[src/sv/pgmrb_pkg.sv]
// Shared types, codes and constants of the polar grid min-radius binner.
package pgmrb_pkg;

   typedef enum logic [1:0] {
      CMD_ADD    = 2'd0,
      CMD_QPOINT = 2'd1,
      CMD_QINDEX = 2'd2
   } cmd_type;

   typedef enum logic [3:0] {
      ST_CLEAR,
      ST_IDLE,
      ST_CHECK,
      ST_ITER,
      ST_SUM,
      ST_SQRT,
      ST_ADDR,
      ST_READ,
      ST_UPDATE
   } state_type;

   localparam int unsigned CSR_ADDR_W = 4;
   localparam logic [1:0] REG_ANGLE_STEPS  = 2'd0;
   localparam logic [1:0] REG_Z_STEPS      = 2'd1;
   localparam logic [1:0] REG_START_HEIGHT = 2'd2;
   localparam logic [1:0] REG_END_HEIGHT   = 2'd3;

   localparam logic [31:0] EMPTY_RADIUS = 32'hFFFF_FFFF;
   localparam logic [31:0] RADIUS_MAX   = 32'hFFFF_FFFE;
   localparam logic [31:0] HALF_TURN    = 32'h8000_0000;
   localparam logic [31:0] QUARTER_TURN = 32'h4000_0000;
   localparam int unsigned CORDIC_STEPS = 30;
   localparam int unsigned SQRT_STEPS   = 32;
   localparam int unsigned DIV_STEPS    = 8;

   typedef struct packed {
      logic [6:0]         angle_steps;
      logic [6:0]         z_steps;
      logic signed [31:0] start_height;
      logic signed [31:0] end_height;
   } cfg_type;

   typedef struct packed {
      logic clear;
      logic ready;
      logic capture;
      logic check;
      logic iter;
      logic sum_load;
      logic sqrt;
      logic lookup;
      logic read;
      logic update;
   } ctrl_cmd_type;

   typedef struct packed {
      logic clear_last;
      logic iter_last;
      logic sqrt_last;
      logic need_iter;
      logic is_add;
      logic out_free;
   } ctrl_status_type;

   // atan(2^-i) in turns scaled by 2^32
   function automatic logic [30:0] atan_turn(input logic [4:0] idx);
      logic [30:0] v;
      unique case (idx)
         5'd0:  v = 31'd536870912;
         5'd1:  v = 31'd316933406;
         5'd2:  v = 31'd167458907;
         5'd3:  v = 31'd85004756;
         5'd4:  v = 31'd42667331;
         5'd5:  v = 31'd21354465;
         5'd6:  v = 31'd10679838;
         5'd7:  v = 31'd5340245;
         5'd8:  v = 31'd2670163;
         5'd9:  v = 31'd1335087;
         5'd10: v = 31'd667544;
         5'd11: v = 31'd333772;
         5'd12: v = 31'd166886;
         5'd13: v = 31'd83443;
         5'd14: v = 31'd41722;
         5'd15: v = 31'd20861;
         5'd16: v = 31'd10430;
         5'd17: v = 31'd5215;
         5'd18: v = 31'd2608;
         5'd19: v = 31'd1304;
         5'd20: v = 31'd652;
         5'd21: v = 31'd326;
         5'd22: v = 31'd163;
         5'd23: v = 31'd81;
         5'd24: v = 31'd41;
         5'd25: v = 31'd20;
         5'd26: v = 31'd10;
         5'd27: v = 31'd5;
         5'd28: v = 31'd3;
         5'd29: v = 31'd1;
         default: v = 31'd0;
      endcase
      return v;
   endfunction

endpackage

[src/sv/pgmrb_ctrl.sv]
// Sequencer: steps one command through check, iterations, lookup and update.
module pgmrb_ctrl
   import pgmrb_pkg::*;
(
   input  logic            clock,
   input  logic            reset,
   input  logic            req_valid,
   input  ctrl_status_type status,
   output ctrl_cmd_type    ctrl
);
   state_type state_ff, state_in;

   always_comb begin
      state_in = state_ff;
      ctrl     = '0;
      unique case (state_ff)
         ST_CLEAR: begin
            ctrl.clear = 1'b1;
            if (status.clear_last) state_in = ST_IDLE;
         end
         ST_IDLE: begin
            ctrl.ready = 1'b1;
            if (req_valid) begin
               ctrl.capture = 1'b1;
               state_in     = ST_CHECK;
            end
         end
         ST_CHECK: begin
            ctrl.check = 1'b1;
            state_in   = status.need_iter ? ST_ITER : ST_ADDR;
         end
         ST_ITER: begin
            ctrl.iter = 1'b1;
            if (status.iter_last) state_in = status.is_add ? ST_SUM : ST_ADDR;
         end
         ST_SUM: begin
            ctrl.sum_load = 1'b1;
            state_in      = ST_SQRT;
         end
         ST_SQRT: begin
            ctrl.sqrt = 1'b1;
            if (status.sqrt_last) state_in = ST_ADDR;
         end
         ST_ADDR: begin
            ctrl.lookup = 1'b1;
            state_in    = ST_READ;
         end
         ST_READ: begin
            ctrl.read = 1'b1;
            state_in  = ST_UPDATE;
         end
         ST_UPDATE: begin
            // hold until the output register is free
            if (status.out_free) begin
               ctrl.update = 1'b1;
               state_in    = ST_IDLE;
            end
         end
         default: state_in = ST_IDLE;
      endcase
   end

   always_ff @(posedge clock) begin
      if (reset) begin
         state_ff <= ST_CLEAR;
      end else begin
         state_ff <= state_in;
      end
   end
endmodule

[config.mk]
export PLATFORM = sky130hd
export DESIGN_NAME = pgmrb_ctrl
export DESIGN_NICKNAME = d
export VERILOG_FILES = /design/src/sv/pgmrb_pkg.sv /design/src/sv/pgmrb_ctrl.sv
export SDC_FILE = /design/constraint.sdc
export NUM_CORES = 1
export LEC_CHECK = 0
export ABC_AREA = 1
export BUFFER_PORTS_ARGS = -buffer_cell sky130_fd_sc_hd__buf_2
export CAP_MARGIN = 20
export CORE_AREA = 2 2 39 41
export CTS_CLUSTER_DIAMETER = 30
export DETAILED_ROUTE_END_ITERATION = 10
export DIE_AREA = 0 0 41 43
export GPL_ROUTABILITY_DRIVEN = 0
export SLEW_MARGIN = 30
export SYNTH_ARGS = -nofsm -noshare
export SYNTH_HDL_FRONTEND = slang
export SYNTH_SLANG_ARGS = --single-unit
[constraint.sdc]
create_clock -name clock -period 1.02 [get_ports clock]
set_input_delay 0.204 -clock clock [delete_from_list [all_inputs] [get_ports clock]]
set_output_delay 0.204 -clock clock [all_outputs]
set_load 0.05 [all_outputs]
==> impl_metrics.py, run 1 <==
metrics = {
    "outcome": {
        "violations": "negative setup slack",
        "status": "finished with violations",
    },
    "timing": {
        "worst_pin_slew_ns": 0.216,
        "max_freq_ghz": 0.734,
        "setup_viol_count_final": 13,
        "skew_ns": 0.00882,
        "rsz0062_at_grt": "true",
        "finalCriticalPeriod_ns": 1.36,
        "max-slew-margin-rel_pct": 85.5,
        "post-route-period-util_pct": 134,
        "final-hold-violation-count": 0,
        "final_max_slew_viol_count": 0,
        "holdWs_ns": 0.168,
        "setup_ws_ns": -0.342,
    },
    "cells_and_area": {
        "antenna_cells": 0,
        "largest_registers": "state_ff (4)",
        "finish.net_count": 125,
        "largest_register_ffs": 4,
        "largest-register": "state_ff",
        "syn_to_final_growth_pct": 125,
        "drive_gt1_share_pct": 66.1,
        "fin_util_pct": 66.4,
    },
    "critical_path": {
        "cp.arrival_ns": 1.16,
        "critPathMaxStageDelay_ns": 0.38,
        "worstSetupPathType": "reg -> out",
        "path_max_fanout": 5,
        "cp.required_ns": 0.82,
        "crit_buf_inv": 2,
        "critPathCaptureType": "output port",
        "cp_slowest_cell": "dfxtp_4",
        "worst_setup_path_start_kind": "flop",
        "cp_top_family": "flip-flops",
        "worst_path_most_repeated_cell": "nor2_4",
        "cp_cell_sequence": "inv_4 > nor2_4 > nand2_4 > nor2_4 > buf_8",
    },
    "clock_network": {
        "path_clk_slew_ns": 0.05,
        "cts_tree": "built",
        "root_buffer": "clkbuf_4",
        "ctsHtreeMaxLevel": 1,
        "clk_latency_ns": 0.24,
        "cts_made_buffers": 3,
        "postCtsHoldBufs": 0,
        "clkSinkCount": 4,
        "clk_path_buf_depth": 2,
    },
    "drt": {
        "viasPerCell": 4.50,
        "first_pass_iters": 4,
        "post_drt_wl_per_cell_um": 9.76,
        "num_vias": 590,
        "post-route-drc-count": 0,
        "route.antenna.remaining_nets": 0,
        "wl_um": 1280,
        "first_iter_violations": 8,
    },
    "synthesis": {
        "yosysSeqAreaShare_pct": 19.6,
        "synth_cells": 76,
        "syn_area_per_cell_um2": 5.37,
        "synth_area_um2": 408,
        "syn-num-nets": 85,
        "yosysWarnings": 0,
        "synth_seq_cells": 4,
        "synth.distinct_cells": 16,
    },
    "global_routing": {
        "antenna_found_initial": 0,
        "grt_pass1_vias": 488,
        "grt_pass1_wl_um": 1930,
        "grt_max_degree": 6,
        "grt_usage_pct": 16.2,
        "gr-total-overflow": 0,
    },
    "power": {
        "p_switching_mw": 1.41,
        "power_density_nw_per_um2": 2910,
        "max-vdd-ir-drop_mv": 1.50,
        "swShare_pct": 52.6,
        "power_mw": 2.67,
        "power_frac_seq_pct": 13.1,
        "clkPwrFrac_pct": 8.5,
        "p_int_mw": 1.27,
        "leakagePower_nw": 0.434,
        "combPwrFrac_pct": 78.4,
    },
    "job": {
        "drv_cap": 0,
    },
    "floorplan": {
        "initial_core_util_pct": 29.5,
        "fp.dieH_um": 43,
        "ios": 19,
        "die_width_um": 41,
        "fp.coreArea_um2": 1380,
        "rows": 14,
        "dieArea_um2": 1760,
    },
    "worst_hold_path": {
        "hp-class": "in -> reg",
    },
    "placement": {
        "portBuffers": 18,
        "dp_slack_ns": -0.234,
        "dpl.hpwl_um": 919,
    },
}
[per-layer routing]
metal	global-route usage (%)	vias up	wire [um]
met4	8.00	0	0
met3	3.14	0	46
li1	-	310	-
met2	25.3	17	670
met5	0	-	0
met1	20.1	263	561
[cell usage after synthesis]
library cell,instances,area [um2]
nand2_1,19,71.3
inv_1,15,56.3
nor2_1,13,48.8
nand3_1,6,30.0
dfxtp_1,4,80.1
inv_2,3,11.3
a21oi_1,2,10.0
nand2_2,2,12.5
nand3_2,2,20.0
nor2_2,2,12.5
nor2_4,2,22.5
nor3_1,2,10.0
clkinv_1,1,3.75
nand3b_1,1,7.51
nor4_1,1,6.26
o21ai_1,1,5.00
[per-stage QoR]
stage,setup TNS (ns),instances,instance area (um2)
finish,-3.80,131,918
global route,-4.53,131,918
CTS,-3.84,129,877
detailed placement,-2.18,119,697
global placement,-2.04,119,697
floorplan,-0.961,76,519
[timing repair]
item                                    in CTS  in global routing
setup buffers                                6                  2
pin swaps                                    7                  6
endpoints found under the setup margin      14                 14
resized for setup                           33                  8
[final timing paths]
kind | startpoint | endpoint | slack [ns] | depth (start not counted)
hold / removal | reset | state_ff[3] | 0.17 | 2
hold reg to reg | state_ff[0] | state_ff[0] | 0.70 | 3
setup / recovery | state_ff[0] | ctrl[7] | -0.34 | 5
setup reg to reg | state_ff[0] | state_ff[0] | -0.26 | 9
[cell families after synthesis]
logic type / count (synthesis) / synth area share, %
simple gates: 50 / 59.2
buf+inv: 19 / 17.5
compound gates: 3 / 3.68
flops: 4 / 19.6
[power by group through the flow]
stage / Combinational, mW / Clock (mW) / Sequential, mW
2_1_floorplan: 1.20 / 0 / 0.330
3_3_place_gp: 1.56 / 0 / 0.339
3_5_place_dp: 1.57 / 0 / 0.340
4_1_cts: 2.00 / 0.236 / 0.345
5_1_grt: 2.24 / 0.247 / 0.360
6_report: 2.10 / 0.227 / 0.351
[final cells by class]
class                      count  area (um2)
clock buffer                   4        26.3
fill                         112         465
timing repair buffer          35         310
inverter                      19        96.3
sequential                     4        95.1
multi-input combinational     53         370
tap                           16        20.0
[placed cells by master, fill, tap and decap left out, types with 4 or more instances in the layout]
| cell | n |
|---|---|
| buf_4 | 15 |
| nor2_4 | 8 |
| buf_2 | 8 |
| buf_6 | 6 |
| nand3_1 | 5 |
| nand2_1 | 13 |
| inv_1 | 9 |
| clkinvlp_4 | 4 |
| buf_8 | 6 |
| nor2_1 | 7 |
| dfxtp_4 | 4 |
| nand2_2 | 5 |
(Power assumes the default switching activity.)
==> run 2, diff against run 1 <==
--- a/config.mk
+++ b/config.mk
@@ -10,8 +10,10 @@
 export CAP_MARGIN = 20
 export CORE_AREA = 2 2 39 41
+export CTS_BUF_LIST = sky130_fd_sc_hd__clkbuf_4 sky130_fd_sc_hd__clkbuf_8
 export CTS_CLUSTER_DIAMETER = 30
 export DETAILED_ROUTE_END_ITERATION = 10
 export DIE_AREA = 0 0 41 43
 export GPL_ROUTABILITY_DRIVEN = 0
+export GPL_TIMING_DRIVEN = 0
 export SLEW_MARGIN = 30
 export SYNTH_ARGS = -nofsm -noshare
==> constraint.sdc (replaced) <==
create_clock -name clock -period 1.02 [get_ports clock]
set_input_delay 0.153 -clock clock [delete_from_list [all_inputs] [get_ports clock]]
set_output_delay 0.153 -clock clock [all_outputs]
set_load 0.05 [all_outputs]
==> run 2 against run 1 <==
- the flow still finishes with violations (negative setup slack)
- sequential power rose by 8.8%
- clock-buffer cell count unchanged
- global-route usage is 0.45 points higher
- non-clock buffer count fell by 4
- largest cell class unchanged
==> impl_metrics.py, run 2 (same netlist as run 1, synthesis figures left out) <==
metrics = {
    "outcome": {
        "status": "finished with violations",
        "violations": "negative setup slack",
    },
    "timing": {
        "skew_ns": 0.00538,
        "finalCriticalPeriod_ns": 1.37,
        "rsz0062_at_grt": "true",
        "setup_ws_ns": -0.346,
        "final_max_slew_viol_count": 0,
        "max_freq_ghz": 0.732,
        "worst_pin_slew_ns": 0.263,
        "post-route-period-util_pct": 134,
        "max-slew-margin-rel_pct": 82.4,
        "final-hold-violation-count": 0,
        "setup_viol_count_final": 13,
    },
    "critical_path": {
        "cp_slowest_cell": "dfxtp_4",
        "cp_cell_sequence": "nor2_4 > nand2_2 > clkinvlp_4 > buf_8",
        "critPathCaptureType": "output port",
        "worst_setup_path_start_kind": "flop",
        "worstSetupPathType": "reg -> out",
        "cp.arrival_ns": 1.21,
        "path_max_fanout": 7,
        "critPathMaxStageDelay_ns": 0.36,
        "cp.required_ns": 0.87,
    },
    "floorplan": {
        "ios": 19,
        "fp.coreArea_um2": 1380,
        "die_width_um": 41,
        "dieArea_um2": 1760,
        "initial_core_util_pct": 29.5,
        "fp.dieH_um": 43,
        "rows": 14,
    },
    "cells_and_area": {
        "stdcell_count": 127,
        "syn_to_final_growth_pct": 121,
        "largest-register": "state_ff",
        "drive_gt1_share_pct": 64.9,
        "antenna_cells": 0,
        "nFillCells": 111,
        "multi_input_area_um2": 378,
        "fin_area_um2": 901,
        "seq_area_um2": 95.1,
        "layout_commonest_cell": "nand2_1",
        "finish.net_count": 121,
        "final_cell_mix": "nand2_1, buf_4, inv_1",
        "largest_register_ffs": 4,
        "largest_registers": "state_ff (4)",
    },
    "power": {
        "power_mw": 2.67,
        "leakagePower_nw": 0.430,
        "max-vdd-ir-drop_mv": 1.31,
        "power_density_nw_per_um2": 2970,
    },
    "clock_network": {
        "clkSinkCount": 4,
        "path_clk_slew_ns": 0.04,
        "postCtsHoldBufs": 0,
        "ctsHtreeMaxLevel": 1,
        "cts_made_buffers": 3,
        "clk_path_buf_depth": 2,
        "root_buffer": "clkbuf_4",
        "clk_latency_ns": 0.24,
        "cts_tree": "built",
    },
    "drt": {
        "route.antenna.remaining_nets": 0,
        "first_iter_violations": 3,
        "wl_um": 1290,
        "first_pass_iters": 4,
        "post-route-drc-count": 0,
        "num_vias": 575,
        "dr_wl_met2_um": 725,
        "top_layer_used": "met3",
        "viasPerCell": 4.53,
        "post_drt_wl_per_cell_um": 10.1,
        "wl_met3_um": 41,
        "met1_length_um": 522,
    },
    "worst_hold_path": {
        "hp-class": "in -> reg",
    },
    "job": {
        "drv_cap": 0,
    },
    "global_routing": {
        "antenna_found_initial": 0,
        "grt_pass1_wl_um": 2030,
        "grt_max_degree": 8,
        "gr-total-overflow": 0,
        "grt_pass1_vias": 534,
        "grt_usage_pct": 16.7,
    },
    "placement": {
        "portBuffers": 18,
        "dpl_cell_area_um2": 624,
        "dp.cells": 110,
        "dpl.hpwl_um": 911,
    },
}
run 2: changes by cell type in the layout (fill, tap and decap cells not counted), sizes merged:
| cell | change |
|---|---|
| buf | -4 |
run 2: stage by stage:
step / hold slack, ns / setup slack [ns] / setup TNS [ns] / util [%]
finish: 0.110 / -0.346 / -3.29 / 65.1
global route: 0.127 / -0.391 / -4.07 / 65.1
floorplan: 0.212 / -0.199 / -0.647 / -
global placement: 0.353 / -0.197 / -1.48 / 45.1
CTS: 0.104 / -0.329 / -3.34 / 60.8
detailed placement: 0.360 / -0.211 / -1.60 / 45.1
run 2: final cells by class:
type                       count  area share, %
tap                           16           2.22
inverter                      19           11.2
clock buffer                   4           3.33
timing repair buffer          31           30.7
sequential                     4           10.6
multi-input combinational     53           41.9
run 2: final timing paths:
kind,endpoint,startpoint,cells after the start,slack (ns)
worst max-delay path,ctrl[6],state_ff[3],4,-0.35
worst min-delay path,state_ff[3],reset,2,0.11
worst max register to register,state_ff[0],state_ff[3],7,-0.28
worst min register to register,state_ff[3],state_ff[1],3,0.66
run 2: repair_timing:
action / in CTS / in global routing
gates cloned: 0 / 0
pin swaps: 7 / 7
hold endpoints to repair: 0 / 0
buffers inserted: 9 / 4
gates resized for setup: 36 / 8
setup endpoints to repair: 13 / 14
run 2: per-layer routing:
metal,vias to the layer above,global-route usage (%)
li1,300,-
met1,265,19.7
met2,10,27.8
met3,0,2.09
met4,0,8.00
met5,-,0
run 2: worst max-delay path, delay by kind of cell (launching register included):
family | cells | cell delay (ns)
buffers and inverters | 2 | 0.24
and+or+nand+nor | 2 | 0.37
DFF | 1 | 0.36
run 2: power by group:
part           total, mW  switching, mW  leakage [nW]  internal (mW)
clock network      0.242         0.0685        0.0184          0.174
registers          0.382          0.146        0.0356          0.237
logic               2.05           1.21         0.376          0.838
