[src/sv/pgmrb_pkg.sv]
// Shared types, codes and constants of the polar grid min-radius binner.
package pgmrb_pkg;

   typedef enum logic [1:0] {
      CMD_ADD    = 2'd0,
      CMD_QPOINT = 2'd1,
      CMD_QINDEX = 2'd2
   } cmd_type;

   typedef enum logic [3:0] {
      ST_CLEAR,
      ST_IDLE,
      ST_CHECK,
      ST_ITER,
      ST_SUM,
      ST_SQRT,
      ST_ADDR,
      ST_READ,
      ST_UPDATE
   } state_type;

   localparam int unsigned CSR_ADDR_W = 4;
   localparam logic [1:0] REG_ANGLE_STEPS  = 2'd0;
   localparam logic [1:0] REG_Z_STEPS      = 2'd1;
   localparam logic [1:0] REG_START_HEIGHT = 2'd2;
   localparam logic [1:0] REG_END_HEIGHT   = 2'd3;

   localparam logic [31:0] EMPTY_RADIUS = 32'hFFFF_FFFF;
   localparam logic [31:0] RADIUS_MAX   = 32'hFFFF_FFFE;
   localparam logic [31:0] HALF_TURN    = 32'h8000_0000;
   localparam logic [31:0] QUARTER_TURN = 32'h4000_0000;
   localparam int unsigned CORDIC_STEPS = 30;
   localparam int unsigned SQRT_STEPS   = 32;
   localparam int unsigned DIV_STEPS    = 8;

   typedef struct packed {
      logic [6:0]         angle_steps;
      logic [6:0]         z_steps;
      logic signed [31:0] start_height;
      logic signed [31:0] end_height;
   } cfg_type;

   typedef struct packed {
      logic clear;
      logic ready;
      logic capture;
      logic check;
      logic iter;
      logic sum_load;
      logic sqrt;
      logic lookup;
      logic read;
      logic update;
   } ctrl_cmd_type;

   typedef struct packed {
      logic clear_last;
      logic iter_last;
      logic sqrt_last;
      logic need_iter;
      logic is_add;
      logic out_free;
   } ctrl_status_type;

   // atan(2^-i) in turns scaled by 2^32
   function automatic logic [30:0] atan_turn(input logic [4:0] idx);
      logic [30:0] v;
      unique case (idx)
         5'd0:  v = 31'd536870912;
         5'd1:  v = 31'd316933406;
         5'd2:  v = 31'd167458907;
         5'd3:  v = 31'd85004756;
         5'd4:  v = 31'd42667331;
         5'd5:  v = 31'd21354465;
         5'd6:  v = 31'd10679838;
         5'd7:  v = 31'd5340245;
         5'd8:  v = 31'd2670163;
         5'd9:  v = 31'd1335087;
         5'd10: v = 31'd667544;
         5'd11: v = 31'd333772;
         5'd12: v = 31'd166886;
         5'd13: v = 31'd83443;
         5'd14: v = 31'd41722;
         5'd15: v = 31'd20861;
         5'd16: v = 31'd10430;
         5'd17: v = 31'd5215;
         5'd18: v = 31'd2608;
         5'd19: v = 31'd1304;
         5'd20: v = 31'd652;
         5'd21: v = 31'd326;
         5'd22: v = 31'd163;
         5'd23: v = 31'd81;
         5'd24: v = 31'd41;
         5'd25: v = 31'd20;
         5'd26: v = 31'd10;
         5'd27: v = 31'd5;
         5'd28: v = 31'd3;
         5'd29: v = 31'd1;
         default: v = 31'd0;
      endcase
      return v;
   endfunction

endpackage

[src/sv/pgmrb_csr.sv]
// Configuration registers behind the APB-style port.
module pgmrb_csr
   import pgmrb_pkg::*;
(
   input  logic                  clock,
   input  logic                  reset,
   input  logic                  psel,
   input  logic                  penable,
   input  logic                  pwrite,
   input  logic [CSR_ADDR_W-1:0] paddr,
   input  logic [31:0]           pwdata,
   output logic [31:0]           prdata,
   output logic                  pready,
   output cfg_type               cfg
);
   cfg_type cfg_ff, cfg_in;
   logic    wr_en;

   assign pready = 1'b1;
   assign wr_en  = psel & penable & pwrite;
   assign cfg    = cfg_ff;

   always_comb begin
      cfg_in = cfg_ff;
      if (wr_en) begin
         unique case (paddr[3:2])
            REG_ANGLE_STEPS:  cfg_in.angle_steps  = pwdata[6:0];
            REG_Z_STEPS:      cfg_in.z_steps      = pwdata[6:0];
            REG_START_HEIGHT: cfg_in.start_height = $signed(pwdata);
            REG_END_HEIGHT:   cfg_in.end_height   = $signed(pwdata);
            default:          cfg_in = cfg_ff;
         endcase
      end
   end

   always_comb begin
      unique case (paddr[3:2])
         REG_ANGLE_STEPS:  prdata = {25'd0, cfg_ff.angle_steps};
         REG_Z_STEPS:      prdata = {25'd0, cfg_ff.z_steps};
         REG_START_HEIGHT: prdata = cfg_ff.start_height;
         REG_END_HEIGHT:   prdata = cfg_ff.end_height;
         default:          prdata = 32'd0;
      endcase
   end

   always_ff @(posedge clock) begin
      if (reset) begin
         cfg_ff.angle_steps  <= 7'd64;
         cfg_ff.z_steps      <= 7'd64;
         cfg_ff.start_height <= 32'sd0;
         cfg_ff.end_height   <= 32'sd65536;
      end else begin
         cfg_ff <= cfg_in;
      end
   end
endmodule

[config.mk]
export PLATFORM = sky130hd
export DESIGN_NAME = pgmrb_csr
export DESIGN_NICKNAME = d
export VERILOG_FILES = /design/src/sv/pgmrb_pkg.sv /design/src/sv/pgmrb_csr.sv
export SDC_FILE = /design/constraint.sdc
export NUM_CORES = 1
export LEC_CHECK = 0
export BUFFER_PORTS_ARGS = -buffer_cell sky130_fd_sc_hd__buf_2
export CAP_MARGIN = 10
export CORE_MARGIN = 5
export CORE_UTILIZATION = 44
export CTS_CLUSTER_DIAMETER = 40
export CTS_CLUSTER_SIZE = 40
export DETAILED_ROUTE_END_ITERATION = 10
export GPL_TIMING_DRIVEN = 0
export PLACE_DENSITY = 0.73
export SLEW_MARGIN = 0
export SYNTH_ARGS = -nofsm -noshare
export SYNTH_HDL_FRONTEND = slang
export SYNTH_SLANG_ARGS = --single-unit
[constraint.sdc]
create_clock -name clock -period 0.9 [get_ports clock]
set_input_delay 0.045 -clock clock [delete_from_list [all_inputs] [get_ports clock]]
set_output_delay 0.045 -clock clock [all_outputs]
set_load 0.05 [all_outputs]
==> results of run 1 <==
[cell usage after synthesis (2+ instances only)]
| cell type | n |
|---|---|
| buf_6 | 2 |
| nor2_1 | 5 |
| buf_4 | 5 |
| mux4_2 | 4 |
| clkbuf_1 | 14 |
| nor2b_1 | 25 |
| or3_1 | 2 |
| mux4_1 | 3 |
| nand2b_1 | 107 |
| buf_12 | 3 |
| buf_2 | 6 |
| mux2i_1 | 103 |
| dfxtp_1 | 78 |
[final cells by class]
cell class	instances	area, µm²
fillers	377	1040
multi-input cells	254	2580
diodes	1	2.50
clock buffers	11	141
clock inverters	5	106
plain buffers	30	259
flip-flops and latches	78	1840
inverters	1	3.75
repair buffers	221	2530
well taps	108	135
[worst max path at each step]
| stage | end | depth (start not counted) |
|---|---|---|
| 3_3_place_gp | prdata[5] | 4 |
| 4_1_cts | prdata[3] | 2 |
| 3_5_place_dp | cfg[33]$_SDFFE_PP0P_ | 4 |
| 5_1_grt | prdata[6] | 2 |
| 6_report | prdata[6] | 2 |
| 2_1_floorplan | prdata[0] | 1 |
[kinds of logic (layout without fill, tap and decap cells)]
family / after synthesis / in the layout
and+or+nand+nor: 143 / 143
muxes: 110 / 110
DFF: 78 / 78
buffers and inverters: 31 / 268
other: 1 / 2
[cells in the final DEF, fill, tap and decap left out, drive strengths merged]
cell type	synthesis	layout
buf	16	214
bufinv	0	3
clkbuf	14	25
clkinv	0	1
clkinvlp	0	1
conb	1	1
dfxtp	78	78
diode	0	1
dlygate4sd3	0	23
inv	1	1
mux2i	103	103
mux4	7	7
nand2b	107	107
nand3	1	1
nand4	1	1
nor2	6	6
nor2b	25	25
or2	1	1
or3	2	2
[what timing repair did]
item / in CTS / in global routing
endpoints found under the hold margin: 42 / 0
buffers inserted: 2 / 51
setup endpoints to repair: 110 / 121
gates resized for setup: 316 / 66
cloned: 0 / 0
pin swaps: 0 / 0
hold buffers: 23 / 0
[critical path, cell delays in order, from the launching register on]
cell and delay (ps):
dfxtp_4 360, mux4_2 490, buf_8 170
[through the flow]
stage               setup slack [ps]  total power, W  std cells  util (%)  TNS (ps)
finish                          -518         0.00798        709      88.0    -15580
global route                    -550         0.00820        709      88.0    -18150
CTS                             -498         0.00784        657      80.8    -10280
detailed placement              -361         0.00443        616      61.6    -26490
global placement                -310         0.00442        616      61.6    -22040
floorplan                       -172         0.00415        363         -     -2290
[layer usage]
metal | vias up | track usage (%) | wire (µm)
met5 | - | 0 | 0
met4 | 0 | 7.31 | 621
met3 | 49 | 5.66 | 917
met2 | 161 | 42.2 | 8100
met1 | 1799 | 27.7 | 5800
li1 | 1687 | - | -
[where the power goes]
group          switching [W]  leakage (nW)  internal (W)
Sequential         0.0000638         0.687       0.00331
Clock                0.00132         0.120       0.00193
Combinational       0.000687          2.46      0.000665
==> PnR_summary.wiki, run 1 <==
{| class="wikitable"
! Metric !! Value
|-
| Setup repair after global routing missed its margin || true
|-
| Proportion of register bits with asynchronous set or reset after synthesis || 0%
|-
| Tightest Pin Transition || ~530 ps
|-
| Leading cell types by total area after synthesis || dfxtp_1, mux2i_1, nand2b_1
|-
| Parity-gate share of the synthesized area counting xor and xnor cells || 0%
|-
| Initial DRC count || 96
|-
| Initial core utilization || around 45%
|-
| Share of the synthesized area in the top cell type || 40.4%
|-
| Share of synthesized area occupied by flip-flops and latches || about two fifths
|-
| Reg2reg setup slack || -80 ps
|-
| Area growth syn-to-layout || 96.5%
|-
| WS Path Type || flip-flop to output pin
|-
| Simple-gate share of the synthesized area || between 20% and 30%
|-
| Adder and majority gate portion of the synthesized area || 0%
|-
| Number of CTS-inserted buffers || 9
|-
| Max Cap Viol || 0
|-
| DR vias || between 3k and 4k
|-
| Register-to-Register Path Depth || 4
|-
| Commonest register cell after synthesis || dfxtp_1
|-
| Final Hold Vio Count || 0
|-
| Launching point of the worst reg2reg path || cfg[23]$_SDFFE_PP0P_
|-
| Launch point of the critical path || cfg[6]$_SDFFE_PP0P_
|-
| First-pass DRT Iterations || 4
|-
| Post-synthesis register bit count || slightly below 80
|-
| Placement Cell Area || approximately 0.0053 mm²
|-
| Final wirelength || between 15 and 20 mm
|-
| Slew Limit Headroom || 64.7%
|-
| Post-route setup slack || -518 ps
|-
| Boundary Pins || 152
|-
| Die Width || around 100 µm
|-
| Maximum number of pins on one net before global-route repair || 14
|-
| Longest Clk Path Bufs || 2
|-
| Routed length per placed instance || ~22 µm
|-
| Flip-flop count of the largest register, all copies and words added || 78
|-
| Critical path fanouts, max || 3
|-
| CP Data Required Time || 850 ps
|-
| Clock Sink Count || 78
|-
| Tcrit/Tclk final || 158%
|-
| WHS Endpoint || cfg[50]$_SDFFE_PP0P_
|-
| FP Rows || 34
|-
| Critical hold path startpoint || pwdata[18]
|-
| Combinational family with the most area after synthesis || multiplexers
|-
| Count of nets left with antenna violations after detail routing || 0
|-
| Failing checks || setup timing
|-
| Power Density || between 1000 and 1500 mW/mm²
|-
| Largest clock skew in the final design || 0 ps
|-
| Count of endpoints failing setup in the final report || approximately 110
|-
| Worst flop-to-flop path endpoint || cfg[23]$_SDFFE_PP0P_
|-
| Hold/Removal Path Class || primary input to flip-flop
|-
| Clock transition at path regs || approximately 70 ps
|-
| Post-route cell area || 0.00760 mm²
|-
| Syn avg cell area || about 11 µm²
|-
| Clock root buffer || clkbuf_8
|-
| Netlist area before placement || between 0.003 and 0.004 mm²
|-
| Count of pins over their slew limit || 0
|-
| Static power due to leakage || 3.26 nW
|-
| PortBufs || roughly 150
|-
| Via count of the first global-routing pass || around 3.8k
|-
| Gate Count Post-Synth || about 360
|-
| Critical Path Sink Type || output pin
|-
| Run status || finished with violations
|-
| Clock insertion delay at the later pin of the skew report || between 300 and 400 ps
|-
| GR Overflow Total || 0
|-
| Critical path data arrival time || 1370 ps
|-
| Total of warnings raised by yosys || 0
|-
| Worst setup SP type || flip-flop
|-
| Antenna violations before repair || 1
|-
| DR DRC count || 0
|-
| Worst-case vdd ir drop || approximately 0.0011 V
|-
| Synth cell types || 19
|-
| Nets || approximately 640
|-
| Mux cell area share after synthesis || just over 30%
|-
| Maximum clock frequency || about 710 MHz
|-
| Cell type with the largest total area after synthesis || dfxtp_1
|-
| Wire length of the first global-routing pass || between 20 and 25 mm
|-
| Overall die height || 104 µm
|-
| Cell count of the worst hold path || 3
|-
| Worst Hold Slack || approximately 13 ps
|-
| EDFF count, synth || 0
|-
| Final HPWL from detailed placement || slightly above 8 mm
|-
| RD Place Congestion || around 0.76
|-
| Shortest period the worst path allows || 1420 ps
|-
| CTS H-tree depth || 3
|-
| Core footprint || ~0.0086 mm²
|-
| Via density per instance || about 5.2
|-
| TritonCTS clock tree || yes
|-
| Total die area || about 0.011 mm²
|-
| Overall global routing resource usage || a little under a quarter
|-
| Post-Syn Nets || a little over 400
|-
| Compound-Gate Fraction of Synth Area || 0%
|-
| Share of layout cells above drive strength 1 || 61.8%
|}
Note: power is estimated with default switching activity, not from simulation.
==> run 2, diff against run 1 <==
Settings changed: RECOVER_POWER set to 50.
==> run 2 against run 1 <==
Effect of this change: die area did not move; the flow still finishes with violations (setup timing); largest cell class unchanged; fmax barely moved; power fell by 0.14%; routed wire length fell by 0.19%; final cell count did not move; sequential share of layout area rose by 0.15 points; setup slack got worse by 0.69 ps; largest power group unchanged.
==> PnR_summary.wiki, run 2 (synthesis results as in run 1) <==
{| class="wikitable"
! Metric !! Value
|-
| PortBufs || 145 (unchanged)
|-
| RD Place Congestion || 0.764 (unchanged)
|-
| Power Density || 1060 mW/mm² (was 1050 mW/mm²)
|-
| Count of pins over their slew limit || 0 (unchanged)
|-
| Overall die height || 104 µm (unchanged)
|-
| Clock insertion delay at the later pin of the skew report || 340 ps (about the same)
|-
| Commonest non-fill, non-tap cells in the layout || nand2b_1, buf_8, mux2i_1 (unchanged)
|-
| Placement Cell Area || 0.00532 mm² (unchanged)
|-
| FP Rows || 34 (unchanged)
|-
| Cell count of the worst hold path || 3 (unchanged)
|-
| Worst setup SP type || flip-flop (unchanged)
|-
| Die Width || 104 µm (unchanged)
|-
| Worst slack after detailed placement || -361 ps (unchanged)
|-
| Max Cap Viol || 0 (unchanged)
|-
| Largest clock skew in the final design || 0 ps (unchanged)
|-
| Critical Path Sink Type || output pin (unchanged)
|-
| Clock transition at path regs || 70 ps (about the same)
|-
| Maximum clock frequency || 705 MHz (about the same)
|-
| Count of nets left with antenna violations after detail routing || 0 (unchanged)
|-
| Shortest period the worst path allows || 1420 ps (about the same)
|-
| Static power due to leakage || 3.24 nW (was 3.26 nW)
|-
| Tightest Pin Transition || 533 ps (was 530 ps)
|-
| Area growth syn-to-layout || 94.9% (was 96.5%)
|-
| Core footprint || 0.00864 mm² (unchanged)
|-
| WHS Endpoint || cfg[50]$_SDFFE_PP0P_ (unchanged)
|-
| Clock Sink Count || 78 (unchanged)
|-
| Run status || finished with violations (unchanged)
|-
| Routed length per placed instance || 21.7 µm (was 21.8 µm)
|-
| Nets || 636 (unchanged)
|-
| DR vias || 3,687 (was 3,696)
|-
| Total die area || 0.0108 mm² (unchanged)
|-
| Flip-flop count of the largest register, all copies and words added || 78 (unchanged)
|-
| Worst flop-to-flop path endpoint || cfg[23]$_SDFFE_PP0P_ (unchanged)
|-
| Launching point of the worst reg2reg path || cfg[23]$_SDFFE_PP0P_ (unchanged)
|-
| Via density per instance || 5.20 (was 5.21)
|-
| Maximum number of pins on one net before global-route repair || 14 (unchanged)
|-
| Wire length of the first global-routing pass || 20.6 mm (unchanged)
|-
| First-pass DRT Iterations || 5 (was 4)
|-
| CP Data Required Time || 850 ps (about the same)
|-
| Critical path data arrival time || 1370 ps (about the same)
|-
| Setup repair after global routing missed its margin || true (unchanged)
|-
| Boundary Pins || 152 (unchanged)
|-
| Share of layout cells above drive strength 1 || 61.3% (was 61.8%)
|-
| Post-route cell area || 0.00754 mm² (was 0.00760 mm²)
|-
| Via count of the first global-routing pass || 3,785 (unchanged)
|-
| Final wirelength || 15.4 mm (about the same)
|-
| Longest Clk Path Bufs || 2 (unchanged)
|-
| Initial core utilization || 44.8% (unchanged)
|-
| Number of fill cells || 388 (was 377)
|-
| Number of CTS-inserted buffers || 9 (unchanged)
|-
| Final HPWL from detailed placement || 8.17 mm (unchanged)
|-
| Critical path fanouts, max || 3 (unchanged)
|-
| TritonCTS clock tree || yes (unchanged)
|-
| Leading cell type in the layout, fill and taps excluded || nand2b_1 (unchanged)
|-
| Critical hold path startpoint || pwdata[18] (unchanged)
|-
| Failing checks || setup timing (unchanged)
|-
| Final Hold Vio Count || 0 (unchanged)
|-
| GR Overflow Total || 0 (unchanged)
|-
| Reg2reg setup slack || -80 ps (about the same)
|-
| Antenna violations before repair || 1 (unchanged)
|-
| Initial DRC count || 88 (was 96)
|-
| Count of endpoints failing setup in the final report || 128 (was 107)
|-
| Slew Limit Headroom || 64.5% (was 64.7%)
|-
| Overall global routing resource usage || 23.6% (unchanged)
|-
| Tcrit/Tclk final || 158% (about the same)
|-
| Post-route setup slack || -519 ps (was -518 ps)
|-
| CTS H-tree depth || 3 (unchanged)
|-
| Hold/Removal Path Class || primary input to flip-flop (unchanged)
|-
| DR DRC count || 0 (unchanged)
|-
| Clock root buffer || clkbuf_8 (unchanged)
|-
| WS Path Type || flip-flop to output pin (unchanged)
|-
| Worst-case vdd ir drop || 0.00113 V (about the same)
|-
| Register-to-Register Path Depth || 4 (unchanged)
|}
==> run 2: worst max path at each step <==
| stage | startpoint | to | slack, ps |
|---|---|---|---|
| 2_1_floorplan | cfg[0]$_SDFFE_PP0P_ | prdata[0] | -170 |
| 3_3_place_gp | paddr[3] | prdata[5] | -310 |
| 3_5_place_dp | reset | cfg[33]$_SDFFE_PP0P_ | -360 |
| 4_1_cts | cfg[74]$_SDFFE_PP0P_ | prdata[3] | -500 |
| 5_1_grt | cfg[6]$_SDFFE_PP0P_ | prdata[6] | -550 |
| 6_report | cfg[6]$_SDFFE_PP0P_ | prdata[6] | -520 |
==> run 2: power breakdown <==
group	total (W)	internal, W	leakage (nW)	switching (W)
Sequential	0.00338	0.00331	0.686	0.0000636
Clock	0.00325	0.00193	0.120	0.00133
Combinational	0.00134	0.000656	2.43	0.000680
Total	0.00796	0.00589	3.24	0.00207
==> run 2: final cells by class <==
cell class	instances	area [µm²]	share of cell area [%]
antenna	1	2.50	0.0332
buffer	30	220	2.92
clock buffer	11	141	1.88
clock inverter	5	106	1.41
inverter	1	3.75	0.0498
multi-input combinational	254	2560	34.0
sequential	78	1830	24.3
tap	108	135	1.79
timing repair buffer	221	2530	33.6
==> run 2: routing by layer <==
| layer | track usage (%) | vias up | wire [µm] |
|---|---|---|---|
| met3 | 5.66 | 39 | 858 |
| met1 | 27.7 | 1809 | 5840 |
| met5 | 0 | - | 0 |
| met4 | 7.31 | 0 | 539 |
| met2 | 42.2 | 154 | 8180 |
| li1 | - | 1685 | - |
==> run 2: what timing repair did <==
action,CTS,global route
endpoints found under the hold margin,42,0
hold buffers,23,0
buffers inserted,2,51
endpoints found under the setup margin,110,121
resized for setup,316,66
==> run 2: through the flow <==
step                util, %  instances  hold slack, ps  total power (W)  setup TNS (ps)
floorplan                 -        363             190          0.00415           -2290
global placement       61.6        616             310          0.00442          -22040
detailed placement     61.6        616             328          0.00443          -26490
CTS                    80.8        657            1.95          0.00784          -10280
global route           87.3        709            43.6          0.00819          -20400
finish                 87.3        709            11.7          0.00796          -16590
==> run 2: worst max-delay path, cell delays in order, from the launching register on <==
cell and delay [ps]:
dfxtp_4 360, mux4_2 490, buf_8 170
